==> src/hw/rtl/acd_pkg.sv <==
`timescale 1ns / 1ps

package acd_pkg;

    // Fixed field widths of the channels.
    localparam int OP_W       = 1;
    localparam int SAMPLE_W   = 4;
    localparam int RESULT_W   = 4;
    localparam int THRESH_W   = 8;
    localparam int CFG_IDX_W  = 8;
    localparam int CFG_DATA_W = 8;

    typedef enum logic [OP_W-1:0] {
        OP_SAMPLE  = 1'b0,
        OP_RESTART = 1'b1
    } t_op;

    localparam logic [CFG_IDX_W-1:0] REG_ON_CONFIRM  = 8'd0;
    localparam logic [CFG_IDX_W-1:0] REG_OFF_CONFIRM = 8'd1;

    // Control shared by every leg for the beat being processed.
    typedef struct packed {
        logic advance;
        logic restart;
        logic primed;
    } t_leg_ctl;

endpackage

==> src/hw/rtl/acd_if.sv <==
`timescale 1ns / 1ps

interface acd_sample_if;
    logic                         valid;
    logic                         ready;
    logic [acd_pkg::OP_W-1:0]     operation;
    logic [acd_pkg::SAMPLE_W-1:0] contact_sample;

    modport source (output valid, output operation, output contact_sample, input ready);
    modport sink   (input valid, input operation, input contact_sample, output ready);
endinterface

interface acd_result_if;
    logic                         valid;
    logic                         ready;
    logic [acd_pkg::RESULT_W-1:0] debounced_contacts;

    modport source (output valid, output debounced_contacts, input ready);
    modport sink   (input valid, input debounced_contacts, output ready);
endinterface

interface acd_cfg_if;
    logic                           valid;
    logic                           ready;
    logic [acd_pkg::CFG_IDX_W-1:0]  index;
    logic [acd_pkg::CFG_DATA_W-1:0] data;

    modport source (output valid, output index, output data, input ready);
    modport sink   (input valid, input index, input data, output ready);
endinterface

==> src/hw/rtl/acd_leg.sv <==
`timescale 1ns / 1ps

module acd_leg #(
    parameter int COUNT_BITS = 8
) (
    input  logic                          i_clk,
    input  logic                          i_rst_n,
    input  acd_pkg::t_leg_ctl             i_ctl,
    input  logic                          i_raw,
    input  logic [acd_pkg::THRESH_W-1:0]  i_on_th,
    input  logic [acd_pkg::THRESH_W-1:0]  i_off_th,
    output logic                          o_next_flag
);
    import acd_pkg::*;

    localparam int CMP_W = (COUNT_BITS > THRESH_W) ? COUNT_BITS : THRESH_W;
    localparam logic [COUNT_BITS-1:0] COUNT_MAX = '1;

    logic                  r_flag;
    logic [COUNT_BITS-1:0] r_rise;
    logic [COUNT_BITS-1:0] r_fall;
    logic                  n_flag;
    logic [COUNT_BITS-1:0] n_rise;
    logic [COUNT_BITS-1:0] n_fall;

    logic [THRESH_W-1:0]   on_eff;
    logic [THRESH_W-1:0]   off_eff;
    logic [COUNT_BITS-1:0] rise_inc;
    logic [COUNT_BITS-1:0] fall_inc;

    // A threshold of zero behaves as one.
    assign on_eff  = (i_on_th  == '0) ? THRESH_W'(1) : i_on_th;
    assign off_eff = (i_off_th == '0) ? THRESH_W'(1) : i_off_th;

    assign rise_inc = (r_rise == COUNT_MAX) ? COUNT_MAX : r_rise + COUNT_BITS'(1);
    assign fall_inc = (r_fall == COUNT_MAX) ? COUNT_MAX : r_fall + COUNT_BITS'(1);

    always_comb begin
        n_flag = r_flag;
        n_rise = r_rise;
        n_fall = r_fall;
        if (i_ctl.restart) begin
            n_flag = 1'b0;
            n_rise = '0;
            n_fall = '0;
        end else if (!i_ctl.primed) begin
            // The first sample is taken over as is.
            n_flag = i_raw;
            n_rise = '0;
            n_fall = '0;
        end else if (i_raw == r_flag) begin
            n_rise = '0;
            n_fall = '0;
        end else if (i_raw) begin
            n_fall = '0;
            n_rise = rise_inc;
            if (CMP_W'(rise_inc) >= CMP_W'(on_eff)) begin
                n_flag = 1'b1;
                n_rise = '0;
            end
        end else begin
            n_rise = '0;
            n_fall = fall_inc;
            if (CMP_W'(fall_inc) >= CMP_W'(off_eff)) begin
                n_flag = 1'b0;
                n_fall = '0;
            end
        end
    end

    assign o_next_flag = n_flag;

    always_ff @(posedge i_clk) begin
        if (!i_rst_n) begin
            r_flag <= 1'b0;
            r_rise <= '0;
            r_fall <= '0;
        end else if (i_ctl.advance) begin
            r_flag <= n_flag;
            r_rise <= n_rise;
            r_fall <= n_fall;
        end
    end

endmodule

==> src/hw/rtl/asymmetric_contact_debouncer_unit.sv <==
`timescale 1ns / 1ps

// Channel        Direction  Payload
// i_sample_if    in         operation, contact_sample
// o_result_if    out        debounced_contacts
// i_cfg_if       in         index, data (0 = on confirm, 1 = off confirm)
//
// One beat in, one beat out; a new sample is taken every cycle unless the result is stalled.
// A sample passes through an input register, then the per-leg compare and
// count logic feeding the result register.
// Reset restores both thresholds to 1 and clears flags, counters and primed.
// A stalled result holds the pipeline; the input register still fills.
module asymmetric_contact_debouncer_unit #(
    parameter int NUM_LEGS   = 4,
    parameter int COUNT_BITS = 8
) (
    input  logic i_clk,
    input  logic i_rst_n,
    acd_sample_if.sink   i_sample_if,
    acd_result_if.source o_result_if,
    acd_cfg_if.sink      i_cfg_if
);
    import acd_pkg::*;

    logic [THRESH_W-1:0] r_on_th;
    logic [THRESH_W-1:0] r_off_th;

    logic                r_in_valid;
    t_op                 r_op;
    logic [SAMPLE_W-1:0] r_sample;

    logic                r_primed;
    logic                r_out_valid;
    logic [RESULT_W-1:0] r_out_data;

    logic                out_free;
    logic                advance;
    t_leg_ctl            leg_ctl;
    logic [NUM_LEGS-1:0] next_flags;
    logic [RESULT_W-1:0] n_out_data;

    assign i_cfg_if.ready = 1'b1;

    always_ff @(posedge i_clk) begin
        if (!i_rst_n) begin
            r_on_th  <= THRESH_W'(1);
            r_off_th <= THRESH_W'(1);
        end else if (i_cfg_if.valid) begin
            unique case (i_cfg_if.index)
                REG_ON_CONFIRM:  r_on_th  <= i_cfg_if.data;
                REG_OFF_CONFIRM: r_off_th <= i_cfg_if.data;
                default: ;
            endcase
        end
    end

    assign out_free          = !r_out_valid || o_result_if.ready;
    assign advance           = r_in_valid && out_free;
    assign i_sample_if.ready = !r_in_valid || advance;

    always_ff @(posedge i_clk) begin
        if (!i_rst_n) begin
            r_in_valid <= 1'b0;
        end else if (i_sample_if.ready) begin
            r_in_valid <= i_sample_if.valid;
        end
    end

    always_ff @(posedge i_clk) begin
        if (i_sample_if.valid && i_sample_if.ready) begin
            r_op     <= t_op'(i_sample_if.operation);
            r_sample <= i_sample_if.contact_sample;
        end
    end

    assign leg_ctl.advance = advance;
    assign leg_ctl.restart = (r_op == OP_RESTART);
    assign leg_ctl.primed  = r_primed;

    genvar g;
    generate
        for (g = 0; g < NUM_LEGS; g++) begin : g_leg
            logic raw_bit;
            if (g < SAMPLE_W) begin : g_in
                assign raw_bit = r_sample[g];
            end else begin : g_none
                assign raw_bit = 1'b0;
            end

            acd_leg #(
                .COUNT_BITS (COUNT_BITS)
            ) u_leg (
                .i_clk       (i_clk),
                .i_rst_n     (i_rst_n),
                .i_ctl       (leg_ctl),
                .i_raw       (raw_bit),
                .i_on_th     (r_on_th),
                .i_off_th    (r_off_th),
                .o_next_flag (next_flags[g])
            );
        end

        for (g = 0; g < RESULT_W; g++) begin : g_out
            if (g < NUM_LEGS) begin : g_leg_bit
                assign n_out_data[g] = next_flags[g];
            end else begin : g_pad
                assign n_out_data[g] = 1'b0;
            end
        end
    endgenerate

    // Any sample primes the block; a restart clears the mark.
    always_ff @(posedge i_clk) begin
        if (!i_rst_n) begin
            r_primed <= 1'b0;
        end else if (advance) begin
            r_primed <= (r_op != OP_RESTART);
        end
    end

    always_ff @(posedge i_clk) begin
        if (!i_rst_n) begin
            r_out_valid <= 1'b0;
        end else if (out_free) begin
            r_out_valid <= r_in_valid;
        end
    end

    always_ff @(posedge i_clk) begin
        if (advance) begin
            r_out_data <= n_out_data;
        end
    end

    assign o_result_if.valid              = r_out_valid;
    assign o_result_if.debounced_contacts = r_out_data;

endmodule
==> src/flat_wrapper.sv <==
// flat-port wrapper written by rule: the top's interface ports become plain ports
module asymmetric_contact_debouncer_unit_flat import acd_pkg::*;
#(
    parameter int NUM_LEGS   = 4,
    parameter int COUNT_BITS = 8
)
  (i_clk, i_rst_n, i_sample_if_valid, i_sample_if_operation, i_sample_if_contact_sample, i_sample_if_ready, o_result_if_valid, o_result_if_debounced_contacts, o_result_if_ready, i_cfg_if_valid, i_cfg_if_index, i_cfg_if_data, i_cfg_if_ready);
  acd_sample_if i_sample_if_i ();
  acd_result_if o_result_if_i ();
  acd_cfg_if i_cfg_if_i ();
  input  logic i_clk;
  input  logic i_rst_n;
  input wire logic [$bits(i_sample_if_i.valid)-1:0] i_sample_if_valid;
  input wire logic [$bits(i_sample_if_i.operation)-1:0] i_sample_if_operation;
  input wire logic [$bits(i_sample_if_i.contact_sample)-1:0] i_sample_if_contact_sample;
  output wire logic [$bits(i_sample_if_i.ready)-1:0] i_sample_if_ready;
  output wire logic [$bits(o_result_if_i.valid)-1:0] o_result_if_valid;
  output wire logic [$bits(o_result_if_i.debounced_contacts)-1:0] o_result_if_debounced_contacts;
  input wire logic [$bits(o_result_if_i.ready)-1:0] o_result_if_ready;
  input wire logic [$bits(i_cfg_if_i.valid)-1:0] i_cfg_if_valid;
  input wire logic [$bits(i_cfg_if_i.index)-1:0] i_cfg_if_index;
  input wire logic [$bits(i_cfg_if_i.data)-1:0] i_cfg_if_data;
  output wire logic [$bits(i_cfg_if_i.ready)-1:0] i_cfg_if_ready;
  assign i_sample_if_i.valid = i_sample_if_valid;
  assign i_sample_if_i.operation = i_sample_if_operation;
  assign i_sample_if_i.contact_sample = i_sample_if_contact_sample;
  assign i_sample_if_ready = i_sample_if_i.ready;
  assign o_result_if_valid = o_result_if_i.valid;
  assign o_result_if_debounced_contacts = o_result_if_i.debounced_contacts;
  assign o_result_if_i.ready = o_result_if_ready;
  assign i_cfg_if_i.valid = i_cfg_if_valid;
  assign i_cfg_if_i.index = i_cfg_if_index;
  assign i_cfg_if_i.data = i_cfg_if_data;
  assign i_cfg_if_ready = i_cfg_if_i.ready;
  asymmetric_contact_debouncer_unit #(.NUM_LEGS(NUM_LEGS), .COUNT_BITS(COUNT_BITS)) u_core (.i_clk(i_clk), .i_rst_n(i_rst_n), .i_sample_if(i_sample_if_i), .o_result_if(o_result_if_i), .i_cfg_if(i_cfg_if_i));
endmodule
==> config.mk <==
export PLATFORM = sky130hd
export DESIGN_NAME = asymmetric_contact_debouncer_unit_flat
export DESIGN_NICKNAME = d
export VERILOG_FILES = /design/src/hw/rtl/acd_pkg.sv /design/src/hw/rtl/acd_if.sv /design/src/hw/rtl/acd_leg.sv /design/src/hw/rtl/asymmetric_contact_debouncer_unit.sv /design/src/flat_wrapper.sv
export SDC_FILE = /design/constraint.sdc
export NUM_CORES = 1
export LEC_CHECK = 0
export BUFFER_PORTS_ARGS = -buffer_cell sky130_fd_sc_hd__buf_4
export CORE_AREA = 5 5 195 103
export CTS_BUF_LIST = sky130_fd_sc_hd__clkbuf_4
export CTS_CLUSTER_DIAMETER = 120
export DETAILED_ROUTE_END_ITERATION = 10
export DIE_AREA = 0 0 200 108
export GPL_ROUTABILITY_DRIVEN = 0
export HOLD_SLACK_MARGIN = 0.15
export PLACE_DENSITY = 0.62
export SLEW_MARGIN = 10
export SYNTH_ARGS = -nofsm -noshare
export SYNTH_HDL_FRONTEND = slang
export SYNTH_SLANG_ARGS = --single-unit
==> constraint.sdc <==
create_clock -name i_clk -period 3.73 [get_ports i_clk]
set_input_delay 0.1865 -clock i_clk [delete_from_list [all_inputs] [get_ports i_clk]]
set_output_delay 0.1865 -clock i_clk [all_outputs]
set_load 0.01 [all_outputs]
==> results of run 1 <==
## synth_stat cells (3+ instances only)
cell type / number
nand2b_1: 24
o31ai_1: 4
ha_1: 64
and3_1: 9
nor3_1: 11
a31oi_1: 7
clkbuf_1: 13
buf_2: 3
a22o_1: 36
o21ai_0: 39
a21oi_1: 57
and4_1: 8
and2_1: 9
buf_1: 3
inv_1: 41
o21a_1: 9
a22o_2: 7
dfxtp_1: 87
nand4_1: 11
xor2_1: 12
a211oi_1: 6
nor2_1: 31
edfxtp_1: 9
nand2_1: 73
o22ai_1: 4
xnor2_1: 6
o2111a_1: 4
nor2b_1: 22
or2_2: 4
mux2i_1: 18
a21o_1: 17
a41oi_1: 5
a22oi_1: 3
nand3_1: 26
nor4_1: 3
## final cells by class
class	instances	share of cell area, %
clock buffer	12	1.28
clock inverter	4	0.978
inverter	41	2.19
multi-input combinational	565	56.2
sequential	96	28.6
tap	240	4.27
timing repair buffer	55	6.54
## metal layers
metal / part of all wire, % / wire [um] / track usage (%) / vias up
li1: - / - / - / 2762
met1: 56 / 9320 / 25.7 / 2462
met2: 34 / 5620 / 19.0 / 198
met3: 9.2 / 1510 / 5.35 / 6
met4: 0.43 / 71 / 1.99 / 0
met5: 0 / 0 / 0 / -
## tightest hold or removal path, delay by kind of cell
kind / cells / cell delay [ns]
muxes: 1 / 0.17
and+or+nand+nor: 2 / 0.23
buffers and inverters: 1 / 0.08
## cell families (layout without fill, tap and decap cells)
group | after synthesis | count (layout) | synth area share, %
buffers and inverters | 64 | 112 | 4.18
AO/OA/AOI/OAI | 218 | 218 | 24.1
multiplexers | 20 | 20 | 3.26
AND/OR/NAND/NOR | 241 | 241 | 20.1
adder cells (fa/ha/maj) | 67 | 67 | 13.4
other | 1 | 1 | 0.0603
XOR/XNOR | 18 | 18 | 2.53
flip-flops | 96 | 96 | 32.3
## power by group through the flow
stage          combinational (mW)  clock, mW  sequential, mW
6_report                    0.106      0.660            1.07
2_1_floorplan              0.0501          0            1.08
3_5_place_dp               0.0905          0            1.09
3_3_place_gp               0.0898          0            1.09
5_1_grt                     0.116      0.724            1.07
4_1_cts                     0.106      0.682            1.07
## final timing paths
| check | end | slack (ns) | from | depth (start not counted) |
|---|---|---|---|---|
| max reg2reg | u_core.g_leg[1].u_leg.r_rise[2] | 0.43 | u_core.g_leg[1].u_leg.r_rise[0] | 14 |
| max | u_core.g_leg[1].u_leg.r_rise[2] | 0.43 | u_core.g_leg[1].u_leg.r_rise[0] | 14 |
| min reg2reg | u_core.g_leg[3].u_leg.r_fall[0] | 0.51 | u_core.g_leg[3].u_leg.r_fall[0] | 2 |
| min | u_core.r_on_th[0] | 0.22 | i_cfg_if_index[0] | 4 |
## registers in the layout, indices dropped and copies added (netlist names)
name,flops
u_core.g_leg.u_leg.r_fall,32
u_core.g_leg.u_leg.r_flag,4
u_core.g_leg.u_leg.r_rise,32
u_core.o_result_if.debounced_contacts,4
u_core.o_result_if.valid,1
u_core.r_in_valid,1
u_core.r_off_th,8
u_core.r_on_th,8
u_core.r_op,1
u_core.r_primed,1
u_core.r_sample,4
## stage by stage
stage	std cells	worst slack (ns)	area (um2)	power, mW	util [%]
5_1_grt	1013	0.161	7040	1.91	39.0
2_1_floorplan	725	0.845	6220	1.13	-
6_report	1013	0.433	7040	1.83	39.0
3_5_place_dp	978	0.529	6690	1.18	37.1
4_1_cts	1013	0.524	7040	1.85	39.0
3_3_place_gp	978	0.619	6690	1.18	37.1
==> flow_summary.ini, run 1 <==
[synthesis]
ys.warnings.count = 0
async_flop_share_pct = 0
avgSynthCellArea_um2 = 8.58
ys_seq_elements = 96
synth_ff_type = dfxtp_1
ys_seq_area_share_pct = 32.3
yosysTopAreaCell = dfxtp_1
synth_top_area_share_pct = 28.0
synth-edff-count = 9
synth_cell_types = 64
ys_top_cells_by_area = dfxtp_1 (28%), ha_1 (13%), a22o_1 (5.1%), a21oi_1 (4.6%), nand2_1 (4.4%)
synth_cells = 725
netlist_area_mm2 = 0.00622
synth.net_count = 815

[timing]
tightest_slew_ns = 0.836
whs_ns = 0.220
setup_viol = 0
skew_ns = 0.0260
rsz0062_at_grt = no
final.period_utilization_pct = 88.4
fmax_mhz = 303
tns_ns = 0
fin_crit_ns = 3.30
hold_violations = 0
drv_slew = 0
relSlewSlack_pct = 44.1

[cts]
clock_latency_ns = 0.48
cts_root_buffer = clkbuf_4
hold_buffers = 19
cts_tree = built
cts_sinks = 96
post_cts_buffers = 0
h-tree-depth = 3
cts_resized = 0
clockBufferDepth = 2
clkTransAtPathRegs_ns = 0.16
cts_buffers = 9

[drt]
dr.pass1.iters = 6
drt_first_iter_violations = 396
ant_nets = 0
wl_per_cell_um = 16.3
vias = 5428
drc = 0
totalWireLength_um = 16500
via_per_inst = 5.36

[die]
die-area_mm2 = 0.0216
chipWidth_um = 200
fp.dieH_um = 108
initial_core_util_pct = 34.5
num_io_pins = 33
rows = 35
fp.coreArea_mm2 = 0.0180

[critical_path]
crit_type = register to register
crit_path_start_kind = register
critical_path_arrival_ns = 3.71
crit_required_ns = 4.15
cp_top_family = compound AO/OA/AOI/OAI gates
crit_path_end_kind = register
crit_slowest_cell = dfxtp_1
max_stage_delay_ns = 0.42
cp_max_fo = 8
crit_buf_inv = 2
crit_chain = ha_1 -> nand2_1 -> nor2_1 -> a21oi_1 -> a21o_1 -> inv_1 -> ha_1 -> a21o_1 -> a211oi_1 -> o211ai_1 -> o21ai_0 -> buf_4 -> nand4_1 -> o21ai_0

[pwr]
p_sw_share_pct = 23.8
vdd_drop_max_mv = 0.144
switchingPower_mw = 0.437
comb_power_share_pct = 5.8
power_leakage_nw = 3.06
p_seq_share_pct = 58.2
p_per_area_mw_per_mm2 = 260
p_int_mw = 1.40
clkPwrFrac_pct = 36.0

[global_routing]
antenna_found_initial = 0
grt_max_degree = 31
first_global_vias = 4882
grt_overflow_total = 0
grt_pass1_wl_um = 26600
track_usage_pct = 15.6

[layout]
area_delta_synth_final_pct = 13.1
multi_input_area_mm2 = 0.00395
final_cell_mix = dfxtp_1 (87), nand2_1 (73), ha_1 (64)
regArea_mm2 = 0.00201
fillers = 1827
layout_commonest_cell = dfxtp_1
drive_gt1_share_pct = 9.44
fin_nets = 858
n_antenna_cell = 0

[placement]
numPortBuffers = 31
hpwl_um = 12700

[run]
cap_violations = 0

[min_path]
min_path_type = input pin to register

[outcome]
status = complete, no violations
Note: power is estimated with default switching activity, not from simulation.
==> run 2, diff against run 1 <==
--- a/config.mk
+++ b/config.mk
@@ -5,7 +5,7 @@
 export SDC_FILE = /design/constraint.sdc
 export NUM_CORES = 1
 export LEC_CHECK = 0
-export BUFFER_PORTS_ARGS = -buffer_cell sky130_fd_sc_hd__buf_4
+export BUFFER_PORTS_ARGS = -buffer_cell sky130_fd_sc_hd__buf_2
 export CORE_AREA = 5 5 195 103
 export CTS_BUF_LIST = sky130_fd_sc_hd__clkbuf_4
 export CTS_CLUSTER_DIAMETER = 120
==> flow_summary.ini, run 2 (synthesis results as in run 1) <==
[outcome]
status = complete, no violations

[cts]
clockBufferDepth = 2
cts_root_buffer = clkbuf_4
cts_resized = 0
h-tree-depth = 3
clkTransAtPathRegs_ns = 0.16
cts_sinks = 96
cts_buffers = 9
clock_latency_ns = 0.49
cts_tree = built

[layout]
top_regs = u_core.g_leg.u_leg.r_fall x32, u_core.g_leg.u_leg.r_rise x32
final_area_mm2 = 0.00691
fillers = 1853
final_cell_mix = dfxtp_1 (87), nand2_1 (73), ha_1 (64)
n_antenna_cell = 0
multi_input_area_mm2 = 0.00395
area_delta_synth_final_pct = 11.0
drive_gt1_share_pct = 9.20
regArea_mm2 = 0.00201
fin_nets = 857
layout_commonest_cell = dfxtp_1

[drt]
ant_nets = 0
drc = 0
drt_first_iter_violations = 368
via_per_inst = 5.34
totalWireLength_um = 16400
vias = 5408
wl_per_cell_um = 16.2
dr.pass1.iters = 6

[global_routing]
grtUsageMet2_pct = 18.0
grt_util_met1_pct = 25.8
antenna_found_initial = 0
grt_most_used_layer = met1
grt_max_degree = 37
grt_pass1_wl_um = 25900
grt_util_met3_pct = 4.79
first_global_vias = 4767
grt_overflow_total = 0
track_usage_pct = 15.3

[critical_path]
timing.rr.end = u_core.g_leg[1].u_leg.r_rise[7]
crit_chain = ha_1 -> nand2_1 -> nor2_1 -> nand2_1 -> and2_1 -> ha_1 -> nand2b_1 -> a21oi_1 -> o211ai_1 -> o21ai_0 -> buf_4 -> nand4_1 -> o21ai_0
cp.depth = 13
cp_top_family = simple AND/OR/NAND/NOR gates
crit_path_start_kind = register
crit_buf_inv = 1
reg2regPathDepth = 13
worstReg2RegStart = u_core.g_leg[1].u_leg.r_rise[0]
crit_required_ns = 4.15
crit_type = register to register
reg2reg_setup_slack_ns = 0.43
crit_path_end = u_core.g_leg[1].u_leg.r_rise[7]
crit_slowest_cell = dfxtp_1
cp_max_fo = 8
crit_start = u_core.g_leg[1].u_leg.r_rise[0]
crit_path_end_kind = register
max_stage_delay_ns = 0.42
critical_path_arrival_ns = 3.72

[pwr]
power_leakage_nw = 3.00
p_per_area_mw_per_mm2 = 243
comb_power_share_pct = 5.9
switchingPower_mw = 0.449
p_int_mw = 1.23
p_sw_share_pct = 26.8
p_seq_share_pct = 63.6
clkPwrFrac_pct = 30.5
vdd_drop_max_mv = 0.113

[die]
num_io_pins = 33
rows = 35
fp.dieH_um = 108
initial_core_util_pct = 34.5
fp.coreArea_mm2 = 0.0180
die-area_mm2 = 0.0216
chipWidth_um = 200

[placement]
hpwl_um = 12600
numPortBuffers = 31
placed_area_mm2 = 0.00662

[timing]
whs_ns = 0.243
hold_violations = 0
fmax_mhz = 303
final.period_utilization_pct = 88.6
tightest_slew_ns = 0.906
skew_ns = 0.0237
rsz0062_at_grt = no
fin_crit_ns = 3.30
tns_ns = 0
relSlewSlack_pct = 39.4
drv_slew = 0
setup_viol = 0

[min_path]
min_path_type = input pin to register

[run]
cap_violations = 0
-- run 2: cell types whose count changed in the layout (fill, tap and decap cells not counted), sizes merged --
cell / previous run / this run
clkbuf: 12 / 9
bufinv: 2 / 0
clkinv: 2 / 4
inv: 41 / 43
clkinvlp: 0 / 1
dlygate4sd3: 19 / 18
-- run 2: worst min path at each step --
stage / from / end / slack (ns) / cells after the start
2_1_floorplan: i_sample_if_operation / u_core.r_op / 0.29 / 0
3_3_place_gp: i_sample_if_contact_sample[3] / u_core.r_sample[3] / 0.37 / 1
3_5_place_dp: i_sample_if_operation / u_core.r_op / 0.38 / 1
4_1_cts: i_cfg_if_index[0] / u_core.r_on_th[0] / 0.19 / 4
5_1_grt: i_cfg_if_index[0] / u_core.r_on_th[0] / 0.28 / 4
6_report: i_cfg_if_index[0] / u_core.r_on_th[0] / 0.24 / 4
-- run 2: power by group through the flow --
stage	Sequential (mW)	Combinational [mW]	Clock, mW
2_1_floorplan	1.08	0.0501	0
3_3_place_gp	1.09	0.0842	0
3_5_place_dp	1.09	0.0847	0
4_1_cts	1.07	0.0989	0.532
5_1_grt	1.07	0.108	0.566
6_report	1.07	0.0987	0.511
-- run 2: final cells by class --
class,count,area share (%)
timing repair buffer,54,5.58
tap,240,4.35
inverter,41,2.23
sequential,96,29.1
clock inverter,7,0.525
clock buffer,9,0.978
multi-input combinational,565,57.2
-- run 2: repair_timing --
action	4_1_cts	5_1_grt
buffers inserted	0	0
endpoints found under the setup margin	0	0
hold endpoints to repair	27	0
hold buffers	18	0
-- run 2: metal layers --
layer  part of all wire (%)  up-vias  routed length [um]
met3                    8.7       10                1430
met1                     57     2447                9350
met2                     34      188                5490
li1                       -     2763                   -
met4                   0.69        0                 113
met5                      0        -                   0
-- run 2: worst reg2reg max path, cell delays in order, from the launching register on --
cell and delay [ns]:
dfxtp_1 0.42, ha_1 0.25, nand2_1 0.11, nor2_1 0.33
nand2_1 0.16, and2_1 0.20, ha_1 0.26, nand2b_1 0.16
a21oi_1 0.29, o211ai_1 0.12, o21ai_0 0.16, buf_4 0.16
nand4_1 0.32, o21ai_0 0.28
-- run 2: stage by stage --
stage / util, % / setup WS [ns] / cells / total power [mW]
6_report: 38.3 / 0.426 / 1012 / 1.68
5_1_grt: 38.3 / 0.0835 / 1012 / 1.74
4_1_cts: 38.3 / 0.525 / 1012 / 1.70
3_5_place_dp: 36.7 / 0.581 / 978 / 1.17
3_3_place_gp: 36.7 / 0.596 / 978 / 1.17
2_1_floorplan: - / 0.845 / 725 / 1.13
